File: src/rtl/amfi_pkg.sv
// shared types, constants and header tables of the avi mjpeg frame indexer
package amfi_pkg;

  localparam int unsigned POS_W     = 25;
  localparam int unsigned OFFSET_W  = 24;
  localparam int unsigned COUNT_W   = 16;
  localparam int unsigned CFG_W     = 25;
  localparam int unsigned CFG_IDX_W = 2;

  localparam logic [POS_W-1:0]   STREAM_BYTES_MAX = 25'd16777216;
  localparam logic [COUNT_W-1:0] FRAMES_MAX       = 16'd65535;
  localparam logic [POS_W-1:0]   POS_SAT          = 25'h1FFFFFF;
  localparam logic [POS_W-1:0]   SCAN_START       = 25'd12;
  localparam logic [POS_W-1:0]   HEADER_LAST      = 25'd11;
  localparam logic [POS_W-1:0]   RIFF_END         = 25'd4;
  localparam logic [POS_W-1:0]   AVI_START        = 25'd8;

  localparam logic [7:0] MARK_PREFIX = 8'hFF;
  localparam logic [7:0] MARK_SOI    = 8'hD8;
  localparam logic [7:0] MARK_EOI    = 8'hD9;

  localparam int unsigned FIFO_DEPTH = 4;
  localparam int unsigned FIFO_PTR_W = 2;
  localparam int unsigned FIFO_CNT_W = 3;

  typedef enum logic [CFG_IDX_W-1:0] {
    CFG_MAX_STREAM_BYTES = 2'd0,
    CFG_MAX_FRAMES       = 2'd1
  } cfg_index_t;

  typedef enum logic [2:0] {
    ST_OK        = 3'd0,
    ST_TOO_LONG  = 3'd1,
    ST_BAD_HDR   = 3'd2,
    ST_TRUNCATED = 3'd3,
    ST_TOO_MANY  = 3'd4,
    ST_NONE      = 3'd5
  } status_t;

  typedef enum logic {
    REC_FRAME  = 1'b0,
    REC_STATUS = 1'b1
  } rec_kind_t;

  typedef struct packed {
    rec_kind_t             record_kind;
    logic [COUNT_W-1:0]    frame_number;
    logic [OFFSET_W-1:0]   frame_offset;
    logic [OFFSET_W-1:0]   frame_length;
    status_t               stream_status;
    logic [COUNT_W-1:0]    frames_total;
    logic                  run_end;
  } result_t;

  function automatic logic [7:0] riff_char(input logic [1:0] idx);
    logic [7:0] c;
    unique case (idx)
      2'd0: c = 8'h52;
      2'd1: c = 8'h49;
      2'd2: c = 8'h46;
      2'd3: c = 8'h46;
      default: c = 8'h00;
    endcase
    return c;
  endfunction

  function automatic logic [7:0] avi_char(input logic [1:0] idx);
    logic [7:0] c;
    unique case (idx)
      2'd0: c = 8'h41;
      2'd1: c = 8'h56;
      2'd2: c = 8'h49;
      2'd3: c = 8'h20;
      default: c = 8'h00;
    endcase
    return c;
  endfunction

endpackage

File: src/rtl/amfi_scan.sv
// byte scanner: header check, marker search, frame counting and error keeping
module amfi_scan import amfi_pkg::*; (
  input  logic                 clk,
  input  logic                 rst,
  input  logic                 cfg_write,
  input  logic [CFG_IDX_W-1:0] cfg_index,
  input  logic [CFG_W-1:0]     cfg_data,
  input  logic                 step,
  input  logic [7:0]           data_byte,
  input  logic                 last_byte,
  output logic [1:0]           push_num,
  output result_t              push_rec0,
  output result_t              push_rec1
);

  logic [POS_W-1:0]    max_stream_bytes;
  logic [COUNT_W-1:0]  max_frames;

  logic [POS_W-1:0]    byte_position;
  logic                previous_was_ff;
  logic                inside_frame;
  logic [OFFSET_W-1:0] frame_start_offset;
  logic [COUNT_W-1:0]  frames_found;
  logic                header_matches;
  status_t             first_error;

  logic [POS_W-1:0]    byte_position_next;
  logic                previous_was_ff_next;
  logic                inside_frame_next;
  logic [OFFSET_W-1:0] frame_start_offset_next;
  logic [COUNT_W-1:0]  frames_found_next;
  logic                header_matches_next;
  status_t             first_error_next;

  logic [POS_W-1:0]    limit;
  logic [COUNT_W-1:0]  capacity;
  logic                hdr_bad;
  logic                frame_emit;
  result_t             frame_rec;
  result_t             status_rec;

  // effective limits
  always_comb begin
    limit    = (max_stream_bytes > STREAM_BYTES_MAX) ? STREAM_BYTES_MAX : max_stream_bytes;
    capacity = (max_frames > FRAMES_MAX) ? FRAMES_MAX : max_frames;
  end

  always_comb begin
    byte_position_next      = byte_position;
    previous_was_ff_next    = previous_was_ff;
    inside_frame_next       = inside_frame;
    frame_start_offset_next = frame_start_offset;
    frames_found_next       = frames_found;
    header_matches_next     = header_matches;
    first_error_next        = first_error;
    hdr_bad                 = 1'b0;
    frame_emit              = 1'b0;

    frame_rec               = '0;
    frame_rec.record_kind   = REC_FRAME;
    frame_rec.stream_status = ST_OK;
    frame_rec.frame_number  = frames_found;
    frame_rec.frame_offset  = frame_start_offset;
    frame_rec.frame_length  = byte_position[OFFSET_W-1:0] + 24'd1 - frame_start_offset;

    if (first_error == ST_OK && byte_position >= limit) begin
      first_error_next = ST_TOO_LONG;
    end

    if (first_error_next == ST_OK) begin
      if (byte_position < SCAN_START) begin
        if (byte_position < RIFF_END && data_byte != riff_char(byte_position[1:0])) begin
          hdr_bad = 1'b1;
        end
        if (byte_position >= AVI_START && data_byte != avi_char(byte_position[1:0])) begin
          hdr_bad = 1'b1;
        end
        if (hdr_bad) begin
          header_matches_next = 1'b0;
          first_error_next    = ST_BAD_HDR;
        end
      end else if (!inside_frame) begin
        if (previous_was_ff && data_byte == MARK_SOI) begin
          inside_frame_next       = 1'b1;
          frame_start_offset_next = byte_position[OFFSET_W-1:0] - 24'd1;
          previous_was_ff_next    = 1'b0;
        end else begin
          previous_was_ff_next = (data_byte == MARK_PREFIX);
        end
      end else begin
        if (previous_was_ff && data_byte == MARK_EOI) begin
          inside_frame_next    = 1'b0;
          previous_was_ff_next = 1'b0;
          if (frames_found >= capacity) begin
            first_error_next = ST_TOO_MANY;
          end else begin
            frame_emit        = 1'b1;
            frames_found_next = frames_found + 16'd1;
          end
        end else begin
          previous_was_ff_next = (data_byte == MARK_PREFIX);
        end
      end
    end

    if (byte_position != POS_SAT) begin
      byte_position_next = byte_position + 25'd1;
    end

    if (last_byte && first_error_next == ST_OK) begin
      priority if (byte_position < HEADER_LAST || !header_matches_next) begin
        first_error_next = ST_BAD_HDR;
      end else if (inside_frame_next) begin
        first_error_next = ST_TRUNCATED;
      end else if (frames_found_next == '0) begin
        first_error_next = ST_NONE;
      end else begin
        first_error_next = ST_OK;
      end
    end

    status_rec               = '0;
    status_rec.record_kind   = REC_STATUS;
    status_rec.stream_status = first_error_next;
    status_rec.frames_total  = frames_found_next;
    status_rec.run_end       = 1'b1;

    frame_rec.run_end = !last_byte;

    if (last_byte) begin
      byte_position_next      = '0;
      previous_was_ff_next    = 1'b0;
      inside_frame_next       = 1'b0;
      frame_start_offset_next = '0;
      frames_found_next       = '0;
      header_matches_next     = 1'b1;
      first_error_next        = ST_OK;
    end

    push_num  = step ? ({1'b0, frame_emit} + {1'b0, last_byte}) : 2'd0;
    push_rec0 = frame_emit ? frame_rec : status_rec;
    push_rec1 = status_rec;
  end

  always_ff @(posedge clk) begin
    if (rst) begin
      max_stream_bytes <= STREAM_BYTES_MAX;
      max_frames       <= 16'hFFFF;
    end else if (cfg_write) begin
      unique case (cfg_index)
        CFG_MAX_STREAM_BYTES: max_stream_bytes <= cfg_data;
        CFG_MAX_FRAMES:       max_frames       <= cfg_data[COUNT_W-1:0];
        default: ;
      endcase
    end
  end

  always_ff @(posedge clk) begin
    if (rst) begin
      byte_position      <= '0;
      previous_was_ff    <= 1'b0;
      inside_frame       <= 1'b0;
      frame_start_offset <= '0;
      frames_found       <= '0;
      header_matches     <= 1'b1;
      first_error        <= ST_OK;
    end else if (step) begin
      byte_position      <= byte_position_next;
      previous_was_ff    <= previous_was_ff_next;
      inside_frame       <= inside_frame_next;
      frame_start_offset <= frame_start_offset_next;
      frames_found       <= frames_found_next;
      header_matches     <= header_matches_next;
      first_error        <= first_error_next;
    end
  end

  // end of stream re-arms the scanner
  assert property (@(posedge clk) disable iff (rst)
    step && last_byte |=> byte_position == '0 && frames_found == '0 && first_error == ST_OK)
    else $error("scanner not re-armed after last item");

  // a kept error holds until the stream ends
  assert property (@(posedge clk) disable iff (rst)
    first_error != ST_OK && !(step && last_byte) |=> first_error == $past(first_error))
    else $error("kept error changed mid-stream");

  // no frame record once an error is kept
  assert property (@(posedge clk) disable iff (rst)
    step && frame_emit |-> first_error == ST_OK)
    else $error("frame record after error");

endmodule

File: src/rtl/amfi_result_fifo.sv
// four-entry result queue, up to two pushes and one pop per cycle
module amfi_result_fifo import amfi_pkg::*; (
  input  logic                  clk,
  input  logic                  rst,
  input  logic [1:0]            push_num,
  input  result_t               push_rec0,
  input  result_t               push_rec1,
  input  logic                  pop,
  output result_t               head,
  output logic [FIFO_CNT_W-1:0] count
);

  result_t               entries [FIFO_DEPTH];
  logic [FIFO_PTR_W-1:0] wr_ptr;
  logic [FIFO_PTR_W-1:0] rd_ptr;
  logic [FIFO_PTR_W-1:0] wr_ptr_p1;
  logic                  pop_ok;

  assign wr_ptr_p1 = wr_ptr + 2'd1;
  assign pop_ok    = pop && count != '0;
  assign head      = entries[rd_ptr];

  always_ff @(posedge clk) begin
    if (push_num != 2'd0) begin
      entries[wr_ptr] <= push_rec0;
    end
    if (push_num == 2'd2) begin
      entries[wr_ptr_p1] <= push_rec1;
    end
  end

  always_ff @(posedge clk) begin
    if (rst) begin
      wr_ptr <= '0;
      rd_ptr <= '0;
      count  <= '0;
    end else begin
      wr_ptr <= wr_ptr + FIFO_PTR_W'(push_num);
      if (pop_ok) begin
        rd_ptr <= rd_ptr + 2'd1;
      end
      count <= count + FIFO_CNT_W'(push_num) - FIFO_CNT_W'(pop_ok);
    end
  end

endmodule

File: src/rtl/avi_mjpeg_frame_indexer.sv
// top level of the avi mjpeg frame indexer: input register, scanner, result queue
//
//   channel | handshake                | payload
//   --------+--------------------------+-------------------------------------------
//   in      | in_valid / in_ready      | data_byte, last_byte
//   out     | out_valid / out_ready    | record_kind .. run_end, one port each
//   cfg     | cfg_write                | cfg_index, cfg_data
//
// one byte per cycle sustained while out_ready is high; a byte waits in the input
// register until it is scanned, and its results show on out the cycle after that
// a stream's last byte gives up to two results, drained one per out_ready cycle
// a byte is scanned only when the four-entry result queue has two free slots
// rst is synchronous and clears control state and both registers to reset values
module avi_mjpeg_frame_indexer import amfi_pkg::*; (
  input  logic                 clk,
  input  logic                 rst,
  input  logic                 cfg_write,
  input  logic [CFG_IDX_W-1:0] cfg_index,
  input  logic [CFG_W-1:0]     cfg_data,
  input  logic                 in_valid,
  output logic                 in_ready,
  input  logic [7:0]           data_byte,
  input  logic                 last_byte,
  output logic                 out_valid,
  input  logic                 out_ready,
  output logic                 record_kind,
  output logic [COUNT_W-1:0]   frame_number,
  output logic [OFFSET_W-1:0]  frame_offset,
  output logic [OFFSET_W-1:0]  frame_length,
  output logic [2:0]           stream_status,
  output logic [COUNT_W-1:0]   frames_total,
  output logic                 run_end
);

  logic                  buf_valid;
  logic [7:0]            buf_byte;
  logic                  buf_last;
  logic                  step;
  logic                  room;
  logic [1:0]            push_num;
  result_t               push_rec0;
  result_t               push_rec1;
  result_t               head;
  logic [FIFO_CNT_W-1:0] count;

  assign room     = count <= FIFO_CNT_W'(FIFO_DEPTH - 2);
  assign step     = buf_valid && room;
  assign in_ready = !buf_valid || step;

  always_ff @(posedge clk) begin
    if (rst) begin
      buf_valid <= 1'b0;
    end else if (in_valid && in_ready) begin
      buf_valid <= 1'b1;
    end else if (step) begin
      buf_valid <= 1'b0;
    end
  end

  always_ff @(posedge clk) begin
    if (in_valid && in_ready) begin
      buf_byte <= data_byte;
      buf_last <= last_byte;
    end
  end

  amfi_scan u_scan (
    .clk       (clk),
    .rst       (rst),
    .cfg_write (cfg_write),
    .cfg_index (cfg_index),
    .cfg_data  (cfg_data),
    .step      (step),
    .data_byte (buf_byte),
    .last_byte (buf_last),
    .push_num  (push_num),
    .push_rec0 (push_rec0),
    .push_rec1 (push_rec1)
  );

  amfi_result_fifo u_fifo (
    .clk       (clk),
    .rst       (rst),
    .push_num  (push_num),
    .push_rec0 (push_rec0),
    .push_rec1 (push_rec1),
    .pop       (out_ready),
    .head      (head),
    .count     (count)
  );

  assign out_valid     = count != '0;
  assign record_kind   = head.record_kind;
  assign frame_number  = head.frame_number;
  assign frame_offset  = head.frame_offset;
  assign frame_length  = head.frame_length;
  assign stream_status = head.stream_status;
  assign frames_total  = head.frames_total;
  assign run_end       = head.run_end;

endmodule
File: config.mk
export PLATFORM = sky130hd
export DESIGN_NAME = avi_mjpeg_frame_indexer
export DESIGN_NICKNAME = d
export VERILOG_FILES = /design/src/rtl/amfi_pkg.sv /design/src/rtl/amfi_scan.sv /design/src/rtl/amfi_result_fifo.sv /design/src/rtl/avi_mjpeg_frame_indexer.sv
export SDC_FILE = /design/constraint.sdc
export NUM_CORES = 1
export LEC_CHECK = 0
export BUFFER_PORTS_ARGS = -buffer_cell sky130_fd_sc_hd__buf_2
export CORE_ASPECT_RATIO = 0.6
export CORE_MARGIN = 8
export CORE_UTILIZATION = 44
export DETAILED_ROUTE_END_ITERATION = 12
export PLACE_DENSITY = 0.7
export SLEW_MARGIN = 20
export SYNTH_ARGS = -nofsm -noshare
export SYNTH_HDL_FRONTEND = slang
export SYNTH_HIERARCHICAL = 1
export SYNTH_SLANG_ARGS = --single-unit
File: constraint.sdc
create_clock -name clk -period 11.3 [get_ports clk]
set_input_delay 3.39 -clock clk [delete_from_list [all_inputs] [get_ports clk]]
set_output_delay 3.39 -clock clk [all_outputs]
set_load 0.01 [all_outputs]
Word level (Yosys, flattened, before mapping)
Memory sizes are Yosys's and may differ from the RTL's. A register that Yosys moved wholly into a read port is not among the register bits.
Index checks and enable logic that the tools add are counted.
{"block": "op_classes", "add_sub_neg": 11, "magnitude_cmp": 9, "eq_ne": 13, "n_mux": 68, "n_reduce_logical": 32}
{"operator": "$mux W24", "n": 5}
{"operator": "$mux W16", "n": 7}
{"operator": "$mux W85", "n": 1}
{"operator": "$mux W25", "n": 3}
{"operator": "$lt A25 B4 Y1 const B", "n": 2}
{"operator": "$mux W3", "n": 12}
{"operator": "$mux W8", "n": 4}
{"operator": "$pmux W8 S4", "n": 1}
{"operator": "$mux W1", "n": 31}
{"operator": "$add A25 B1 Y25 const B", "n": 1}
{"operator": "$ge A25 B25 Y1", "n": 1}
{"operator": "$ge A25 B4 Y1 const B", "n": 1}
{"operator": "$gt A25 B25 Y1 const B", "n": 1}
{"operator": "$lt A25 B3 Y1 const B", "n": 1}
{"operator": "$ne A25 B25 Y1 const B", "n": 1}
{"operator": "$add A24 B1 Y24 const B", "n": 1}
{"operator": "$eq A8 B8 Y1 const B", "n": 3}
{"operator": "$pmux W8 S3", "n": 1}
{"operator": "$sub A24 B1 Y24 const B", "n": 1}
{"operator": "$sub A24 B24 Y24", "n": 1}
{"operator": "$add A16 B1 Y16 const B", "n": 1}
{"operator": "$ge A16 B16 Y1", "n": 1}
{"operator": "$gt A16 B16 Y1 const B", "n": 1}
{"operator": "$logic_not A16 Y1", "n": 1}
{"operator": "other kinds (22)", "n": 50}
{"block": "word_totals", "reg_bits": 129, "mem_bits_rw": 340, "inputBits": 41, "output_inout_bits": 87, "wordCells": 149, "n_memories": 1}
{"memory": "u_fifo.entries", "words": 4, "word_bits": 85, "read_ports": 1, "rd_ports_with_merged_regs": 1, "write_ports": 2, "line": "amfi_result_fifo.sv:13", "text": "result_t entries [FIFO_DEPTH];"}

Depth between registers and ports, before layout
{"block": "depth", "word_depth": 21, "ltp_mapped": 23, "ltp_nobuf": 19}

By module
The synthesis kept the hierarchy.
{"mod": "amfi_result_fifo", "n_inst": 1, "cells_each": 870, "area_each_um2": 17026.3, "seq_area_each_um2": 10390.0}
{"mod": "amfi_scan", "n_inst": 1, "cells_each": 1216, "area_each_um2": 9007.4, "seq_area_each_um2": 2242.2}
{"mod": "avi_mjpeg_frame_indexer", "n_inst": 1, "cells_each": 19, "area_each_um2": 344.1, "seq_area_each_um2": 290.3}

Least setup slack after synthesis
OpenSTA, ideal clock, no wires.
{"block": "synth_timing", "path_type": "flip-flop to flip-flop", "start": "reg u_scan.max_stream_bytes[5]", "end": "mem u_fifo/entries[0][0] (netlist name) (enable)", "setup_ps": 653, "arrival_time_ps": 9982, "t_required_ps": 10647, "slack_ps": 664, "path_stages_with_launch": 18, "n_path_buf": 3, "synth_period_minus_slack_ps": 10636, "path_cell_list": "dfxtp_1 nor4_1 nand4_1 o21ai_1 clkbuf_1 nand2_1 ha_1 a21oi_1 o21ai_1 a221oi_1 nand2_1 nor4_4 clkbuf_1 clkbuf_1 ha_1 and2_1 nor2_1 o31ai_1"}
{"item": "start, declared", "line": "amfi_scan.sv:16", "text": "logic [POS_W-1:0] max_stream_bytes;"}
{"item": "start signal, assigned", "line": "amfi_scan.sv:151", "text": "CFG_MAX_STREAM_BYTES: max_stream_bytes <= cfg_data;"}
{"item": "end, declared", "line": "amfi_result_fifo.sv:13"}

==> metrics.cfg <==
[clock_tree]
cts_buffer_depth = 3
numClockSinks = 471
cts_inserted_buffers = 45
ctsHoldBuffers = 0
postCtsSetupRepairBufs = 0
cts_resized = 0
root_buffer = clkbuf_16
cts_tree = yes
clk_pin_slew_ns = 0.06
clk_latency_ns = 0.58
ctsHtreeMaxLevel = 2

[final_layout]
final_common_cell = edfxtp_1
final_util = 0.484
drive_gt1_frac = 0.275
final_cell_area_um2 = 28700
layout.nets = 2315
syn_to_final_growth_pct = 8.72
final_cells = 2994
mostFrequentLayoutCells = 349 x edfxtp_1, 254 x mux2_2, 161 x nor2_1

[logic_synthesis]
synth_edf_count = 349
netlist_instances = 2105
ys.flop_type = edfxtp_1
async_flop_share = 0
syn-cell-area_um2 = 26400
ys_seq_area_frac = 0.490
syn_avg_cell_area_um2 = 12.5
synth.distinct_cells = 76
yosys_warnings = 6
ys_ff_latch = 471

[drt]
route.detailed.drc = 0
drtPass1Iterations = 7
viasPerCell = 5.67
via_count = 16979
wl_per_cell_um = 22.2
drt-total-wl_um = 66400
drt_iter0_drc = 1689
ant_nets = 0

[timing]
hold_viol = 0
finalSetupViolations = 0
finalCriticalPeriod_ns = 7.07
finalSetupTns_ns = 0
rsz0062_at_grt = false
fmax_ghz = 0.141
period_share = 0.626
maxSlewViolCount = 0
worstMarginPinSlew_ns = 1.03
max_slew_margin = 0.307
skew_ns = 0.0253

[grt]
grt_pass1_wl_um = 102000
grt.total_usage = 0.188
grt_pass1_vias = 17033
grt_max_degree = 61
grt_overflow_total = 0
antenna_found_initial = 2

[critical_path]
rr_startpoint = u_scan/max_stream_bytes[11]
worstPathArrival_ns = 7.40
critPathKind = flip-flop to flip-flop
ff2ff_setup_slack_ns = 4.23
cp-end-kind = flip-flop
r2r-end = u_fifo/entries[2][8]
cp_data_required_time_ns = 11.63
rr_worst_depth = 18
cp_max_fo = 56
cp-start-kind = flip-flop

[hold_path]
min-delay-start = u_scan/frame_start_offset[0]
holdPathStages = 2
hold_class = flip-flop to flip-flop
min_to = u_scan/frame_start_offset[0]

[floorplan]
num_rows = 69
start_util = 0.445
die_area_um2 = 68300
io_pins = 128
die_w_um = 332
die_h_um = 206
coreArea_um2 = 59200

[power]
leakagePower_nw = 11.2
total_power_mw = 4.02
ir_drop_v = 0.000105
p_per_area_nw_per_um2 = 140

[place]
place.gp.congestion = 0.890
place_area_um2 = 27300
port-buffer-count = 127
dp.final_hpwl_um = 44400
placed_cells = 2907

[job]
cap_violations = 0

[status]
status = complete, no violations

registers in the layout (all words and copies together), names as in the netlist, named ones only:
name / cells
u_fifo/entries: 340
u_scan/byte_position: 25
u_scan/max_stream_bytes: 25
u_scan/frame_start_offset: 24
u_scan/frames_found: 16
u_scan/max_frames: 16
buf_byte: 8
u_fifo/count: 3
u_scan/first_error: 3
u_fifo/rd_ptr: 2
u_fifo/wr_ptr: 2
buf_last: 1
buf_valid: 1
u_scan/header_matches: 1
u_scan/inside_frame: 1
u_scan/previous_was_ff: 1
synthesized netlist by cell type, types with 6 or more instances:
master	instances	area, µm²
nor2_1	162	608
and3_1	18	113
nand4_1	9	56.3
nor3_1	31	155
or3_1	18	113
buf_2	31	155
edfxtp_1	349	10500
a22oi_1	20	150
nor3b_1	6	45.0
clkbuf_1	50	188
nor4_1	19	119
xor2_1	36	315
nand2_1	147	552
nor2b_1	23	144
a21o_1	15	113
mux2_4	30	450
mux2_2	254	2860
buf_6	11	124
mux4_2	85	1910
and2_1	30	188
ha_1	98	1230
o21ai_1	10	50.1
inv_1	64	240
dfxtp_1	122	2440
nand3_1	23	115
a21oi_1	98	490
a211o_1	19	166
o21ai_0	36	180
nand2b_1	8	50.1
buf_4	79	593
xnor2_1	39	342
buf_1	15	56.3
mux2_1	59	664
a211oi_1	7	52.6
report_power, final:
group	switching, mW	internal [mW]	leakage [nW]
Combinational	0.344	0.288	5.92
Clock	0.663	0.790	0.679
Sequential	0.0532	1.88	4.64
Total	1.06	2.96	11.2
metrics by stage:
stage               setup slack, ns  hold slack (ns)
floorplan                     0.664            0.432
global placement               4.47            0.445
detailed placement             4.27            0.450
CTS                            4.26            0.458
global route                   3.77            0.472
finish                         4.23            0.459
layer usage:
layer	global-route usage	wire length, µm
met1	0.275	30900
met2	0.292	29100
met3	0.0433	5670
met4	0.0281	699
met5	0	12
worst max-delay path, stage by stage (launching register included):
cell,delay (ns)
dfxtp_1,0.32
nor4_1,0.36
nand4_1,0.16
o21ai_1,0.78
nand2_1,0.15
ha_1,0.33
a21oi_1,0.16
o21ai_1,0.08
a221oi_1,0.50
nand2_1,0.21
nor4_4,0.17
buf_4,0.54
ha_1,0.26
inv_1,0.08
nor2_1,0.47
nor4bb_4,0.41
buf_4,0.56
buf_4,0.80
mux2_2,0.42
kinds of logic after synthesis:
family,share of synthesized area
muxes,0.225
other,0.000285
buffers and inverters,0.0553
adders and majority gates,0.0480
xor gates and xnor gates,0.0266
AOI/OAI and AO/OA,0.0580
DFF,0.490
and+or+nand+nor,0.0967
final cells by class:
class                      instances  area, µm²
multi-input combinational       1441      12300
antenna                            2       5.00
inverter                          66        248
sequential                       471      12900
clock buffer                      69       1290
fill                            5235      30500
timing repair buffer             149        823
tap                              781        977
clock inverter                    15       95.1
worst max-delay path by stage:
stage / to / cells after the start / slack (ns) / startpoint
after floorplan: u_fifo/entries[0][0] / 17 / 0.66 / u_scan/max_stream_bytes[5]
after global placement: u_fifo/entries[2][15] / 18 / 4.47 / u_scan/max_stream_bytes[11]
after detailed placement: u_fifo/entries[2][14] / 18 / 4.27 / u_scan/max_stream_bytes[11]
after CTS: u_fifo/entries[1][26] / 17 / 4.26 / u_scan/max_stream_bytes[11]
after global routing: u_fifo/entries[2][32] / 18 / 3.77 / u_scan/max_stream_bytes[11]
final: u_fifo/entries[2][8] / 18 / 4.23 / u_scan/max_stream_bytes[11]
No activity file was read; power rests on OpenSTA's default activity.
